$ cat src/rtl/planar_odometry_integrator_unit_defines.svh
// Assertion macros shared by the odometry integrator sources.
`ifndef PLANAR_ODOMETRY_INTEGRATOR_UNIT_DEFINES_SVH
`define PLANAR_ODOMETRY_INTEGRATOR_UNIT_DEFINES_SVH

// Same-cycle implication, checked on clk_i with reset disabling.
`define POIU_ASSERT_IMP(lbl, ante, cons, msg) \
  lbl: assert property (@(posedge clk_i) disable iff (!rst_ni) (ante) |-> (cons)) \
    else $error(msg);

// Next-cycle implication, checked on clk_i with reset disabling.
`define POIU_ASSERT_NXT(lbl, ante, cons, msg) \
  lbl: assert property (@(posedge clk_i) disable iff (!rst_ni) (ante) |=> (cons)) \
    else $error(msg);

`endif

$ cat src/rtl/poiu_pkg.sv
// Shared constants, types and tables of the odometry integrator.
`timescale 1ns / 1ps
package poiu_pkg;

  localparam int ANGLE_BITS = 16;
  localparam int POS_BITS   = 32;
  localparam int STEP_W     = 24;
  localparam int CORDIC_ROUNDS = 24;
  localparam int ROUND_W    = 5;
  localparam int GUARD      = 16;
  localparam int GAIN_SHIFT = 31 - GUARD;
  // CORDIC working widths: vector with guard bits, and angle with fold headroom.
  localparam int XW = 42;
  localparam int ZW = 34;
  localparam int MUL_W = 33;
  localparam int SUM_W = ((POS_BITS > XW) ? POS_BITS : XW) + 1;
  localparam int HEAD_SHIFT = 32 - ANGLE_BITS;
  localparam int HALF_SHIFT = 31 - ANGLE_BITS;
  localparam logic signed [MUL_W-1:0] GAIN_Q31 = 33'sd1304065748;

  // Configuration register indexes.
  localparam logic [1:0] CFG_DIST  = 2'd0;
  localparam logic [1:0] CFG_ANGLE = 2'd1;
  localparam logic [1:0] CFG_TIME  = 2'd2;

  typedef enum logic [3:0] {
    OP_NONE,
    OP_LOAD,
    OP_GAIN_DR,
    OP_FOLD,
    OP_ROT,
    OP_STEP,
    OP_GAIN_DX,
    OP_GAIN_DY,
    OP_POSE,
    OP_SQ_X,
    OP_SQ_Y,
    OP_SQ_T,
    OP_RESULT
  } op_e;

  typedef struct packed {
    op_e                op;
    logic [ROUND_W-1:0] round;
  } cmd_t;

  typedef struct packed {
    logic out_busy;
  } status_t;

  // Arctangent of 2^-i in 32-bit binary angle units.
  function automatic logic [31:0] atan_lut(input logic [ROUND_W-1:0] idx);
    logic [31:0] r;
    unique case (idx)
      5'd0:  r = 32'h20000000;
      5'd1:  r = 32'h12E4051E;
      5'd2:  r = 32'h09FB385B;
      5'd3:  r = 32'h051111D4;
      5'd4:  r = 32'h028B0D43;
      5'd5:  r = 32'h0145D7E1;
      5'd6:  r = 32'h00A2F61E;
      5'd7:  r = 32'h00517C55;
      5'd8:  r = 32'h0028BE53;
      5'd9:  r = 32'h00145F2F;
      5'd10: r = 32'h000A2F98;
      5'd11: r = 32'h000517CC;
      5'd12: r = 32'h00028BE6;
      5'd13: r = 32'h000145F3;
      5'd14: r = 32'h0000A2FA;
      5'd15: r = 32'h0000517D;
      5'd16: r = 32'h000028BE;
      5'd17: r = 32'h0000145F;
      5'd18: r = 32'h00000A30;
      5'd19: r = 32'h00000518;
      5'd20: r = 32'h0000028C;
      5'd21: r = 32'h00000146;
      5'd22: r = 32'h000000A3;
      5'd23: r = 32'h00000051;
      default: r = 32'h0;
    endcase
    return r;
  endfunction

endpackage

$ cat src/rtl/poiu_ctrl.sv
// Sequencer that steps the datapath through one odometry update.
`timescale 1ns / 1ps
module poiu_ctrl (
  input  logic             clk_i,
  input  logic             rst_ni,
  input  logic             in_valid_i,
  output logic             in_ready_o,
  input  poiu_pkg::status_t status_i,
  output poiu_pkg::cmd_t    cmd_o
);
  import poiu_pkg::*;

  typedef enum logic [3:0] {
    S_IDLE, S_GAIN_DR, S_FOLD1, S_ROT1, S_STEP, S_GAIN_DX, S_GAIN_DY,
    S_FOLD2, S_ROT2, S_POSE, S_SQX, S_SQY, S_SQT, S_DONE
  } state_e;

  localparam logic [ROUND_W-1:0] ROUND_LAST = ROUND_W'(CORDIC_ROUNDS - 1);

  state_e             state_q;
  logic [ROUND_W-1:0] round_q;
  logic               ready_q;
  logic               accept;

  assign accept     = in_valid_i && ready_q;
  assign in_ready_o = ready_q;

  // Command decode from the current state.
  always_comb begin
    cmd_o.round = round_q;
    unique case (state_q)
      S_IDLE:    cmd_o.op = accept ? OP_LOAD : OP_NONE;
      S_GAIN_DR: cmd_o.op = OP_GAIN_DR;
      S_FOLD1,
      S_FOLD2:   cmd_o.op = OP_FOLD;
      S_ROT1,
      S_ROT2:    cmd_o.op = OP_ROT;
      S_STEP:    cmd_o.op = OP_STEP;
      S_GAIN_DX: cmd_o.op = OP_GAIN_DX;
      S_GAIN_DY: cmd_o.op = OP_GAIN_DY;
      S_POSE:    cmd_o.op = OP_POSE;
      S_SQX:     cmd_o.op = OP_SQ_X;
      S_SQY:     cmd_o.op = OP_SQ_Y;
      S_SQT:     cmd_o.op = OP_SQ_T;
      S_DONE:    cmd_o.op = status_i.out_busy ? OP_NONE : OP_RESULT;
      default:   cmd_o.op = OP_NONE;
    endcase
  end

  // State, round counter and input ready.
  always_ff @(posedge clk_i or negedge rst_ni) begin
    if (!rst_ni) begin
      state_q <= S_IDLE;
      round_q <= '0;
      ready_q <= 1'b1;
    end else begin
      unique case (state_q)
        S_IDLE: begin
          if (accept) begin
            state_q <= S_GAIN_DR;
            ready_q <= 1'b0;
          end
        end
        S_GAIN_DR: state_q <= S_FOLD1;
        S_FOLD1: begin
          state_q <= S_ROT1;
          round_q <= '0;
        end
        S_ROT1: begin
          if (round_q == ROUND_LAST) begin
            state_q <= S_STEP;
          end
          round_q <= round_q + 1'b1;
        end
        S_STEP:    state_q <= S_GAIN_DX;
        S_GAIN_DX: state_q <= S_GAIN_DY;
        S_GAIN_DY: state_q <= S_FOLD2;
        S_FOLD2: begin
          state_q <= S_ROT2;
          round_q <= '0;
        end
        S_ROT2: begin
          if (round_q == ROUND_LAST) begin
            state_q <= S_POSE;
          end
          round_q <= round_q + 1'b1;
        end
        S_POSE: state_q <= S_SQX;
        S_SQX:  state_q <= S_SQY;
        S_SQY:  state_q <= S_SQT;
        S_SQT:  state_q <= S_DONE;
        S_DONE: begin
          if (!status_i.out_busy) begin
            state_q <= S_IDLE;
            ready_q <= 1'b1;
          end
        end
        default: state_q <= S_IDLE;
      endcase
    end
  end

endmodule

$ cat src/rtl/poiu_datapath.sv
// Pose registers, shared CORDIC and multiplier, and the result register.
`timescale 1ns / 1ps
module poiu_datapath (
  input  logic                   clk_i,
  input  logic                   rst_ni,
  input  poiu_pkg::cmd_t         cmd_i,
  output poiu_pkg::status_t      status_o,
  input  logic                   cfg_we_i,
  input  logic [1:0]             cfg_index_i,
  input  logic [31:0]            cfg_data_i,
  input  logic signed [23:0]     distance_step_i,
  input  logic signed [15:0]     turn_step_i,
  input  logic [31:0]            time_stamp_i,
  input  logic                   restart_i,
  output logic signed [31:0]     pos_x_o,
  output logic signed [31:0]     pos_y_o,
  output logic signed [15:0]     heading_o,
  output logic signed [23:0]     step_dx_o,
  output logic signed [23:0]     step_dy_o,
  output logic                   keyframe_vote_o,
  output logic                   out_valid_o,
  input  logic                   out_ready_i
);
  import poiu_pkg::*;

  localparam logic signed [ZW-1:0] Z_QUARTER = ZW'(64'h4000_0000);
  localparam logic signed [ZW-1:0] Z_HALF    = ZW'(64'h8000_0000);
  localparam logic signed [XW-1:0] RND_HALF  = XW'(64'h8000);

  // Saturate a CORDIC output to the step width.
  function automatic logic signed [STEP_W-1:0] sat_step(input logic signed [XW-1:0] v);
    logic signed [STEP_W-1:0] r;
    if ((&v[XW-1:STEP_W-1]) || !(|v[XW-1:STEP_W-1])) begin
      r = v[STEP_W-1:0];
    end else if (v[XW-1]) begin
      r = {1'b1, {(STEP_W-1){1'b0}}};
    end else begin
      r = {1'b0, {(STEP_W-1){1'b1}}};
    end
    return r;
  endfunction

  // Saturate a position sum to the position width.
  function automatic logic signed [POS_BITS-1:0] sat_pos(input logic signed [SUM_W-1:0] v);
    logic signed [POS_BITS-1:0] r;
    if ((&v[SUM_W-1:POS_BITS-1]) || !(|v[SUM_W-1:POS_BITS-1])) begin
      r = v[POS_BITS-1:0];
    end else if (v[SUM_W-1]) begin
      r = {1'b1, {(POS_BITS-1){1'b0}}};
    end else begin
      r = {1'b0, {(POS_BITS-1){1'b1}}};
    end
    return r;
  endfunction

  logic [30:0] dist_thr_q;
  logic [14:0] ang_thr_q;
  logic [31:0] time_thr_q;

  logic signed [23:0]         dr_q;
  logic signed [ANGLE_BITS-1:0] turn_q;
  logic [31:0]                ts_q;
  logic signed [POS_BITS-1:0] pos_x_q, pos_y_q;
  logic signed [ANGLE_BITS-1:0] head_q;
  logic [31:0]                origin_q;
  logic signed [XW-1:0]       cx_q, cy_q;
  logic signed [ZW-1:0]       cz_q;
  logic signed [STEP_W-1:0]   dx_q, dy_q;
  logic [64:0]                sq_q;
  logic [61:0]                th_q;

  logic signed [31:0] pos_x_out_q, pos_y_out_q;
  logic signed [15:0] heading_out_q;
  logic signed [23:0] dx_out_q, dy_out_q;
  logic               vote_out_q;
  logic               out_valid_q;

  logic signed [MUL_W-1:0]   mul_a, mul_b;
  logic signed [2*MUL_W-1:0] mul_p;
  logic signed [XW-1:0]      gain_v;
  logic signed [XW-1:0]      xs, ys, rnd_x, rnd_y;
  logic signed [ZW-1:0]      atan_z;
  logic [POS_BITS-1:0]       ax, ay;
  logic                      far;
  logic [ANGLE_BITS-1:0]     habs;
  logic [31:0]               elapsed;
  logic                      vote;

  // Magnitudes and keyframe criteria on the current pose.
  always_comb begin
    ax = pos_x_q[POS_BITS-1] ? (~pos_x_q + 1'b1) : pos_x_q;
    ay = pos_y_q[POS_BITS-1] ? (~pos_y_q + 1'b1) : pos_y_q;
    far = ({{(64-POS_BITS){1'b0}}, ax} > 64'h8000_0000) ||
          ({{(64-POS_BITS){1'b0}}, ay} > 64'h8000_0000);
    habs = head_q[ANGLE_BITS-1] ? (~head_q + 1'b1) : head_q;
    elapsed = ts_q - origin_q;
    vote = far || (sq_q > {3'b000, th_q}) ||
           (25'(habs) > 25'(ang_thr_q)) || (elapsed > time_thr_q);
  end

  // Shared multiplier operand selection.
  always_comb begin
    unique case (cmd_i.op)
      OP_GAIN_DR: begin mul_a = MUL_W'(dr_q);              mul_b = GAIN_Q31; end
      OP_GAIN_DX: begin mul_a = MUL_W'(dx_q);              mul_b = GAIN_Q31; end
      OP_GAIN_DY: begin mul_a = MUL_W'(dy_q);              mul_b = GAIN_Q31; end
      OP_SQ_X: begin
        mul_a = signed'({1'b0, 32'(ax)});
        mul_b = signed'({1'b0, 32'(ax)});
      end
      OP_SQ_Y: begin
        mul_a = signed'({1'b0, 32'(ay)});
        mul_b = signed'({1'b0, 32'(ay)});
      end
      OP_SQ_T: begin
        mul_a = signed'({2'b00, dist_thr_q});
        mul_b = signed'({2'b00, dist_thr_q});
      end
      default: begin mul_a = '0; mul_b = '0; end
    endcase
    mul_p  = mul_a * mul_b;
    gain_v = XW'(mul_p >>> GAIN_SHIFT);
  end

  // CORDIC round terms and output rounding.
  always_comb begin
    xs     = cx_q >>> cmd_i.round;
    ys     = cy_q >>> cmd_i.round;
    atan_z = ZW'(atan_lut(cmd_i.round));
    rnd_x  = (cx_q + RND_HALF) >>> GUARD;
    rnd_y  = (cy_q + RND_HALF) >>> GUARD;
  end

  // Configuration registers.
  always_ff @(posedge clk_i or negedge rst_ni) begin
    if (!rst_ni) begin
      dist_thr_q <= 31'd65536;
      ang_thr_q  <= 15'd8192;
      time_thr_q <= 32'd1000;
    end else if (cfg_we_i) begin
      unique case (cfg_index_i)
        CFG_DIST:  dist_thr_q <= cfg_data_i[30:0];
        CFG_ANGLE: ang_thr_q  <= cfg_data_i[14:0];
        CFG_TIME:  time_thr_q <= cfg_data_i;
        default: ;
      endcase
    end
  end

  // Kept pose and origin time.
  always_ff @(posedge clk_i or negedge rst_ni) begin
    if (!rst_ni) begin
      pos_x_q  <= '0;
      pos_y_q  <= '0;
      head_q   <= '0;
      origin_q <= '0;
    end else if (cmd_i.op == OP_LOAD && restart_i) begin
      pos_x_q  <= '0;
      pos_y_q  <= '0;
      head_q   <= '0;
      origin_q <= time_stamp_i;
    end else if (cmd_i.op == OP_POSE) begin
      pos_x_q <= sat_pos(SUM_W'(pos_x_q) + SUM_W'(rnd_x));
      pos_y_q <= sat_pos(SUM_W'(pos_y_q) + SUM_W'(rnd_y));
      head_q  <= head_q + turn_q;
    end
  end

  // Working registers of the CORDIC and the vote sums.
  always_ff @(posedge clk_i) begin
    unique case (cmd_i.op)
      OP_LOAD: begin
        dr_q   <= distance_step_i;
        turn_q <= ANGLE_BITS'(turn_step_i);
        ts_q   <= time_stamp_i;
      end
      OP_GAIN_DR: begin
        cx_q <= gain_v;
        cy_q <= '0;
        cz_q <= ZW'(turn_q) <<< HALF_SHIFT;
      end
      OP_FOLD: begin
        if (cz_q > Z_QUARTER) begin
          cx_q <= -cx_q;
          cy_q <= -cy_q;
          cz_q <= cz_q - Z_HALF;
        end else if (cz_q < -Z_QUARTER) begin
          cx_q <= -cx_q;
          cy_q <= -cy_q;
          cz_q <= cz_q + Z_HALF;
        end
      end
      OP_ROT: begin
        if (!cz_q[ZW-1]) begin
          cx_q <= cx_q - ys;
          cy_q <= cy_q + xs;
          cz_q <= cz_q - atan_z;
        end else begin
          cx_q <= cx_q + ys;
          cy_q <= cy_q - xs;
          cz_q <= cz_q + atan_z;
        end
      end
      OP_STEP: begin
        dx_q <= sat_step(rnd_x);
        dy_q <= sat_step(rnd_y);
      end
      OP_GAIN_DX: begin
        cx_q <= gain_v;
        cz_q <= ZW'(head_q) <<< HEAD_SHIFT;
      end
      OP_GAIN_DY: cy_q <= gain_v;
      OP_SQ_X:    sq_q <= {1'b0, mul_p[63:0]};
      OP_SQ_Y:    sq_q <= sq_q + {1'b0, mul_p[63:0]};
      OP_SQ_T:    th_q <= mul_p[61:0];
      default: ;
    endcase
  end

  // Result register, free again once the item is taken.
  always_ff @(posedge clk_i or negedge rst_ni) begin
    if (!rst_ni) begin
      out_valid_q <= 1'b0;
    end else if (cmd_i.op == OP_RESULT) begin
      out_valid_q <= 1'b1;
    end else if (out_ready_i) begin
      out_valid_q <= 1'b0;
    end
  end

  always_ff @(posedge clk_i) begin
    if (cmd_i.op == OP_RESULT) begin
      pos_x_out_q   <= 32'(pos_x_q);
      pos_y_out_q   <= 32'(pos_y_q);
      heading_out_q <= 16'(head_q);
      dx_out_q      <= dx_q;
      dy_out_q      <= dy_q;
      vote_out_q    <= vote;
    end
  end

  assign status_o.out_busy = out_valid_q && !out_ready_i;
  assign out_valid_o     = out_valid_q;
  assign pos_x_o         = pos_x_out_q;
  assign pos_y_o         = pos_y_out_q;
  assign heading_o       = heading_out_q;
  assign step_dx_o       = dx_out_q;
  assign step_dy_o       = dy_out_q;
  assign keyframe_vote_o = vote_out_q;

endmodule

$ cat src/rtl/planar_odometry_integrator_unit.sv
// Top level of the planar odometry integrator.
//
//   Channel  Dir  Handshake             Contents
//   s_axis   in   tvalid/tready         odometry step item
//   m_axis   out  tvalid/tready         pose and keyframe vote item
//   cfg      in   cfg_we_i              threshold register write
//
// The work on one item, from acceptance to its result being written, is done by
// two passes of 24 rounds through the single shared CORDIC stage
// and a shared 33x33 multiplier used for gains and squared distances.
// The block takes no new item while one is still in progress.
// The result waits in an output register; a stalled output holds only
// the final write, and the next item is accepted once the result is stored.
// Reset is asynchronous and active low; it clears the pose and sets the thresholds to their defaults.
`timescale 1ns / 1ps
`include "planar_odometry_integrator_unit_defines.svh"
module planar_odometry_integrator_unit (
  input  logic         clk_i,
  input  logic         rst_ni,
  input  logic         s_axis_tvalid,
  output logic         s_axis_tready,
  // distance_step[23:0], turn_step[39:24], time_stamp[71:40]
  input  logic [71:0]  s_axis_tdata,
  // restart[0]
  input  logic         s_axis_tuser,
  output logic         m_axis_tvalid,
  input  logic         m_axis_tready,
  // pos_x[31:0], pos_y[63:32], heading[79:64], step_dx[103:80], step_dy[127:104]
  output logic [127:0] m_axis_tdata,
  // keyframe_vote[0]
  output logic         m_axis_tuser,
  input  logic         cfg_we_i,
  input  logic [1:0]   cfg_index_i,
  input  logic [31:0]  cfg_data_i
);
  import poiu_pkg::*;

  cmd_t    cmd;
  status_t status;

  logic signed [31:0] pos_x, pos_y;
  logic signed [15:0] heading;
  logic signed [23:0] step_dx, step_dy;

  // Sequencer.
  poiu_ctrl u_ctrl (
    .clk_i      (clk_i),
    .rst_ni     (rst_ni),
    .in_valid_i (s_axis_tvalid),
    .in_ready_o (s_axis_tready),
    .status_i   (status),
    .cmd_o      (cmd)
  );

  // Arithmetic and state.
  poiu_datapath u_datapath (
    .clk_i           (clk_i),
    .rst_ni          (rst_ni),
    .cmd_i           (cmd),
    .status_o        (status),
    .cfg_we_i        (cfg_we_i),
    .cfg_index_i     (cfg_index_i),
    .cfg_data_i      (cfg_data_i),
    .distance_step_i (signed'(s_axis_tdata[23:0])),
    .turn_step_i     (signed'(s_axis_tdata[39:24])),
    .time_stamp_i    (s_axis_tdata[71:40]),
    .restart_i       (s_axis_tuser),
    .pos_x_o         (pos_x),
    .pos_y_o         (pos_y),
    .heading_o       (heading),
    .step_dx_o       (step_dx),
    .step_dy_o       (step_dy),
    .keyframe_vote_o (m_axis_tuser),
    .out_valid_o     (m_axis_tvalid),
    .out_ready_i     (m_axis_tready)
  );

  assign m_axis_tdata = {step_dy, step_dx, heading, pos_y, pos_x};

  // The block goes busy after taking an item, and is ready again only with a result stored.
  `POIU_ASSERT_NXT(a_busy_after_accept, s_axis_tvalid && s_axis_tready, !s_axis_tready, "ready after accept")
  `POIU_ASSERT_IMP(a_ready_with_result, $rose(s_axis_tready), m_axis_tvalid, "ready without result")

endmodule

$ cat config.mk
export PLATFORM = sky130hd
export DESIGN_NAME = planar_odometry_integrator_unit
export DESIGN_NICKNAME = d
export VERILOG_FILES = /design/src/rtl/poiu_pkg.sv /design/src/rtl/poiu_ctrl.sv /design/src/rtl/poiu_datapath.sv /design/src/rtl/planar_odometry_integrator_unit.sv
export VERILOG_INCLUDE_DIRS = /design/src /design/src/rtl
export SDC_FILE = /design/constraint.sdc
export NUM_CORES = 2
export LEC_CHECK = 0
export BUFFER_PORTS_ARGS = -buffer_cell sky130_fd_sc_hd__buf_2
export CAP_MARGIN = 25
export CELL_PAD_IN_SITES_DETAIL_PLACEMENT = 1
export CELL_PAD_IN_SITES_GLOBAL_PLACEMENT = 1
export CORE_ASPECT_RATIO = 1.75
export CORE_UTILIZATION = 41
export DETAILED_ROUTE_END_ITERATION = 16
export MAX_ROUTING_LAYER = met4
export PLACE_DENSITY_LB_ADDON = 0.1
export REMOVE_ABC_BUFFERS = 1
export SYNTH_ARGS = -nofsm -noshare
export SYNTH_HDL_FRONTEND = slang
export SYNTH_SLANG_ARGS = --single-unit
$ cat constraint.sdc
create_clock -name clk_i -period 12.1 [get_ports clk_i]
set_input_delay 1.21 -clock clk_i [delete_from_list [all_inputs] [get_ports clk_i]]
set_output_delay 1.21 -clock clk_i [all_outputs]
set_load 0.02 [all_outputs]
# == Yosys cells after proc, flatten, opt, wreduce, memory -nomap -nowiden ==
# Memories as Yosys holds them, arrays and structs flattened.
# Index checks and enable logic that the tools add are counted.
# totals
inputBits,112
out_inout_bits,131
ff_bits,695
memories,1
latchBits,0
rom_bits,960
elab_cells,187
ram_bits,0
# op_classes
bitwise,3
n_lt_le_gt_ge,7
reduce_logical,46
div_mod_pow,0
n_shift,2
eq_ne,33
mul,1
addsub,21
mux,46
# memory_table
memory,words,width,read_ports,rd_ports_with_merged_regs,wr,line,source
(no name shown),32,30,1,0,0,poiu_pkg.sv:54,unique case (idx)
# ops
operator,n
two-way mux 32 bit,10
two-way mux 42 bit,6
case mux 33 bit (6 select lines),1
case mux 42 bit (4 select lines),1
case mux 34 bit (4 select lines),1
case mux 65 bit (2 select lines),1
case mux 32 bit (4 select lines),1
case mux 42 bit (3 select lines),1
two-way mux 34 bit,3
two-way mux 24 bit,4
adder 42 x 17 -> 42 bit (second input constant),2
adder 42 bit,2
negator 42 bit,2
>>> shifter 42 x 5 -> 42 bit,2
subtractor 42 bit,2
adder 32 x 26 -> 33 bit,2
adder 65 x 64 -> 65 bit,1
> comparator 65 x 62 -> 1 bit,1
adder 32 x 1 -> 32 bit (second input constant),2
> comparator 32 bit (second input constant),2
multiplier 33 x 33 -> 64 bit,1
inverter 32 bit,2
case mux 4 bit (14 select lines),1
two-way mux 16 bit,3
other kinds (43),105

# == Depth between registers and ports, before layout ==
# logic_depth
ltp_word,10
ltp_mapped,56

# == By module ==
# From an unflattened synthesis, not the netlist that was laid out.
# unflattened
cells_unflattened,10080
hier_area_um2,92872.8
# modules_own_cells
module,cells_per_inst,instances,area_per_inst_um2,seq_area_each_um2
poiu_datapath,9999,1,92202.2,19623.8
poiu_ctrl,81,1,670.6,251.5

# == Worst setup path after synthesis ==
# OpenSTA, ideal clock, no wires.
# synth_path
path_type,reg2reg
start,register u_ctrl.state_q[2]
end,"register u_datapath.sq_q[62], data pin"
slack_ns,-1.307
arrival_ns,13.147
stages_incl_launch_ff,46
n_path_buf,5
path_cell_list,dfrtp_1 > clkbuf_1 > nand2_1 > nor3_1 > clkbuf_1 > buf_1 > nand2_1 > o221ai_1 > nor2_1 > inv_1 > clkbuf_1 > nand2_1 > fa_1 > fa_1 > inv_1 > fa_1 > inv_1 > fa_1 > [... 10 more ...] > and2_1 > o41ai_1 > o31a_1 > nor2_1 > a21oi_1 > xor2_1 > inv_1 > ha_1 > clkbuf_1 > nand4_1 > or4_1 > o31a_1 > o31ai_1 > a41o_1 > and3_1 > a41o_1 > xor2_1 > mux2_2
# synth_between
elab_chain_len,9
elab_cells_between_ends,29
# synth_rtl
item,line,source
start: declaration,poiu_ctrl.sv:20,state_e state_q;
start signal: assignment,poiu_ctrl.sv:53,state_q <= S_IDLE;
start signal: assignment,poiu_ctrl.sv:60,state_q <= S_GAIN_DR;
start signal: assignment,poiu_ctrl.sv:64,S_GAIN_DR: state_q <= S_FOLD1;
"equality test 4 x 2 -> 1 bit, or another cell as far along",poiu_ctrl.sv:31,unique case (state_q)
OR reduction 2 bit (no line),-,
case mux 4 bit (12 select lines) *,poiu_ctrl.sv:31,
equality test 4 x 3 -> 1 bit / equality test 4 x 2 -> 1 bit (equally long branches),poiu_datapath.sv:103,unique case (cmd_i.op)
OR reduction 3 bit (no line),-,
case mux 32 bit (4 select lines),poiu_datapath.sv:103,
multiplier 33 x 33 -> 64 bit *,poiu_datapath.sv:121,mul_p = mul_a * mul_b;
via u_datapath.mul_p[35],poiu_datapath.sv:79,logic signed [2*MUL_W-1:0] mul_p;
adder 65 x 64 -> 65 bit *,poiu_datapath.sv:214,"OP_SQ_Y: sq_q <= sq_q + {1'b0, mul_p[63:0]};"
case mux 65 bit (2 select lines) *,poiu_datapath.sv:171,unique case (cmd_i.op)
end signal: assignment,poiu_datapath.sv:213,"OP_SQ_X: sq_q <= {1'b0, mul_p[63:0]};"
end signal: assignment,poiu_datapath.sv:214,
end: declaration,poiu_datapath.sv:69,logic [64:0] sq_q;
# The timed path passes the listed nets; every way through them passes the cells marked *.
# A chain may end at the register's enable or synchronous reset.

# == Final worst setup path ==
# layout_path
start,register u_datapath.pos_y_q[10]
end,"register u_datapath.sq_q[61], data pin"
# layout_between
elab_chain_len,7
elab_cells_between_ends,8
# layout_rtl
item,line,source
start: declaration,poiu_datapath.sv:63,"logic signed [POS_BITS-1:0] pos_x_q, pos_y_q;"
start signal: assignment,poiu_datapath.sv:164,pos_y_q <= sat_pos(SUM_W'(pos_y_q) + SUM_W'(rnd_y));
inverter 32 bit,poiu_datapath.sv:92,ay = pos_y_q[POS_BITS-1] ? (~pos_y_q + 1'b1) : pos_y_q;
adder 32 x 1 -> 32 bit,poiu_datapath.sv:92,
two-way mux 32 bit *,poiu_datapath.sv:92,
case mux 33 bit (6 select lines) / case mux 32 bit (4 select lines) (equally long branches),poiu_datapath.sv:103,
multiplier 33 x 33 -> 64 bit *,poiu_datapath.sv:121,
via u_datapath.mul_p[47],poiu_datapath.sv:79,
adder 65 x 64 -> 65 bit *,poiu_datapath.sv:214,
case mux 65 bit (2 select lines) *,poiu_datapath.sv:171,
# Marked as above.

==> flow_metrics.py <==
metrics = {
    "run_status": {
        "status": "finished, violations left",
        "violations": "slew limit, setup timing",
    },
    "floorplan": {
        "die_area_um2": 226900,
        "rows": 230,
        "dieWidth_um": 360.5,
        "design.core.area_um2": 223900,
        "ioPinCount": 243,
        "die_h_um": 629.3,
        "initial_core_util": 0.4118,
    },
    "place": {
        "dp.cells": 13940,
        "gp_congestion": 1.032,
        "dp_hpwl_um": 344000,
        "port_buffers": 242,
        "place_area_um2": 105700,
    },
    "grt": {
        "grt_usage": 0.3750,
        "grt_first_pass_wirelength_um": 604900,
        "grt.overflow.total": 0,
        "antenna_found_initial": 30,
        "grt_max_degree": 103,
        "grt_pass1_vias": 91200,
    },
    "clock_network": {
        "tritoncts": "done",
        "clockBufferDepth": 3,
        "clk_pin_slew_ns": 0.07,
        "cts_root_buf": "clkbuf_16",
        "clkSinkCount": 695,
        "clock_latency_ns": 0.72,
        "cts_made_buffers": 70,
        "cts-htree-levels": 3,
        "hold_buffers": 0,
    },
    "sta": {
        "finalSetupViolations": 21,
        "relSlewSlack": -0.1852,
        "finalMaxSlewViolations": 6,
        "layout_setup_ws_ns": -0.7601,
        "rsz0062_at_grt": "true",
        "period_minus_slack_ns": 12.86,
        "fmax_ghz": 0.07776,
        "hold_violations": 0,
        "skew_ns": 0.03983,
        "worst_pin_slew_ns": 1.778,
        "timing.final.crit_share": 1.063,
    },
    "drt": {
        "routed_wl_um": 415000,
        "drt-pass1-iter-count": 7,
        "drt_iter0_drc": 4574,
        "wl_per_cell_um": 29.17,
        "viasPerCell": 5.782,
        "drc": 0,
        "via_count": 82250,
        "postRouteAntennaNets": 0,
    },
    "yosys": {
        "yosysMostFrequentCell": "inv_1",
        "yosysUniqueCellTypes": 96,
        "yosysTopAreaCell": "fa_1",
        "ys_seq_elements": 695,
        "synth_flop_cell": "edfxtp_1",
        "seq_area_frac_synth": 0.2156,
        "yosys_warnings": 0,
        "syn_inst": 10080,
        "avgSynthCellArea_um2": 9.150,
        "ys_top_cells_by_count": "inv_1, fa_1, nor2_1, nand2_1, ha_1",
        "netlist_area_um2": 92200,
        "yosys-top-cells-area": "fa_1, edfxtp_1, ha_1",
        "synth_top_area_frac": 0.2393,
        "async_flop_share": 0.2892,
        "synth_edf_count": 494,
    },
    "cells_and_area": {
        "fin_util": 0.4974,
        "drive_gt1_frac": 0.2101,
        "fin_nets": 13060,
        "finalNonFillerCells": 14220,
        "syn2layout_area_growth_pct": 20.78,
        "stdcell_area_um2": 111400,
    },
    "job": {
        "cap_viol_max_count": 0,
    },
    "worst_setup_path": {
        "cp.required_ns": 12.55,
        "cpMostUsedCell": "a21o_1",
        "critical_path_peak_fanout": 4,
        "start_kind": "flip-flop",
        "critPathCaptureType": "flip-flop",
        "critical_path_class": "reg2reg",
        "worstPathArrival_ns": 13.31,
        "max_stage_delay_ns": 0.58,
        "crit_slowest_cell": "fa_2",
    },
    "hold_path": {
        "min_path_type": "reg2reg",
    },
}
path summary, 6_finish.rpt:
path / end / cells after the start / start / slack, ns
worst max-delay path: u_datapath.sq_q[61] / 52 / u_datapath.pos_y_q[10] / -0.76
worst min-delay path: u_datapath.step_dy_o[2] / 0 / u_datapath.dy_q[2] / 0.49
worst max register to register: u_datapath.sq_q[61] / 52 / u_datapath.pos_y_q[10] / -0.76
worst min register to register: u_datapath.step_dy_o[2] / 0 / u_datapath.dy_q[2] / 0.49
max in group asynchronous: u_datapath.pos_x_q[27] / 2 / rst_ni / 10.13
min in group asynchronous: u_datapath.head_q[3] / 1 / rst_ni / 0.55
final cells by class:
class | count | area, um2
timing repair buffer | 1547 | 12630
tap | 2900 | 3628
inverter | 1583 | 5957
antenna | 27 | 67.56
clock buffer | 98 | 1938
fill | 25710 | 112500
multi-input combinational | 7345 | 66850
sequential | 695 | 19890
clock inverter | 29 | 399.1
logic make-up (layout without fill, tap and decap cells):
kind of cell,after synthesis,count (layout),synth area share
compound gates,1922,1922,0.1348
buf+inv,2083,3257,0.08564
fa+ha+maj,1705,1705,0.3211
simple gates,2725,2725,0.1341
flops,695,695,0.2156
xor+xnor,617,617,0.05861
mux,328,328,0.05010
other cells,2,75,0.00008145
layer usage:
metal,vias up,track usage,part of all wire
met2,2516,0.6685,0.52
met3,1273,0.04181,0.041
met1,42590,0.3772,0.34
li1,35870,-,-
met4,0,0.2754,0.092
met5,-,-,0
worst max-delay path: cells and delay by family, from the launching register on:
kind	cells	cell delay, ns
mux	1	0.26
flops	1	0.38
compound gates	20	3.58
buf+inv	8	0.78
xor+xnor	3	0.58
simple gates	10	2.51
fa+ha+maj	10	4.53
sequential cells by signal (all words and copies together) (netlist names), 31 cells and up, named ones only:
name and count:
u_datapath.cz_q 34, u_datapath.cy_q 42, u_datapath.ts_q 32, u_datapath.pos_y_o 32, u_datapath.pos_y_q 32, u_datapath.pos_x_o 32, u_datapath.cx_q 41, u_datapath.sq_q 65
u_datapath.time_thr_q 32, u_datapath.dist_thr_q 31, u_datapath.origin_q 32, u_datapath.pos_x_q 32, u_datapath.th_q 62
cells in the final DEF, fill, tap and decap left out, types with 91 or more instances in the layout:
master       n
nand3_1    121
ha_1       567
mux2_2     157
xor2_1     229
inv_1     1530
edfxtp_1   494
nand2b_1   113
buf_12     113
nor3_1     113
fa_1      1075
mux4_2      91
buf_2      242
nor2_1     913
buf_4     1138
nand2_1    871
a21oi_1    452
o21ai_0    405
a21o_1     221
dfrtp_1    187
xnor2_1    355
stage by stage:
step / hold slack [ns] / setup WS, ns / setup TNS, ns
after floorplan: 0.4262 / -7.421 / -947.44
after global placement: 0.4492 / -1.680 / -36.15
after detailed placement: 0.4420 / -1.928 / -43.94
after CTS: 0.4697 / -0.7249 / -7.445
after global routing: 0.4880 / -1.115 / -17.48
final: 0.4859 / -0.7601 / -8.437
timing repair:
item	4_1_cts	5_1_grt
endpoints found under the setup margin	40	38
hold endpoints to repair	0	0
gates cloned	1	1
pin swaps	146	170
gates resized for setup	301	209
buffers inserted	85	47
Power is not shown: default switching activity piles up to over one toggle a cycle in this logic, so the estimate is an artifact.
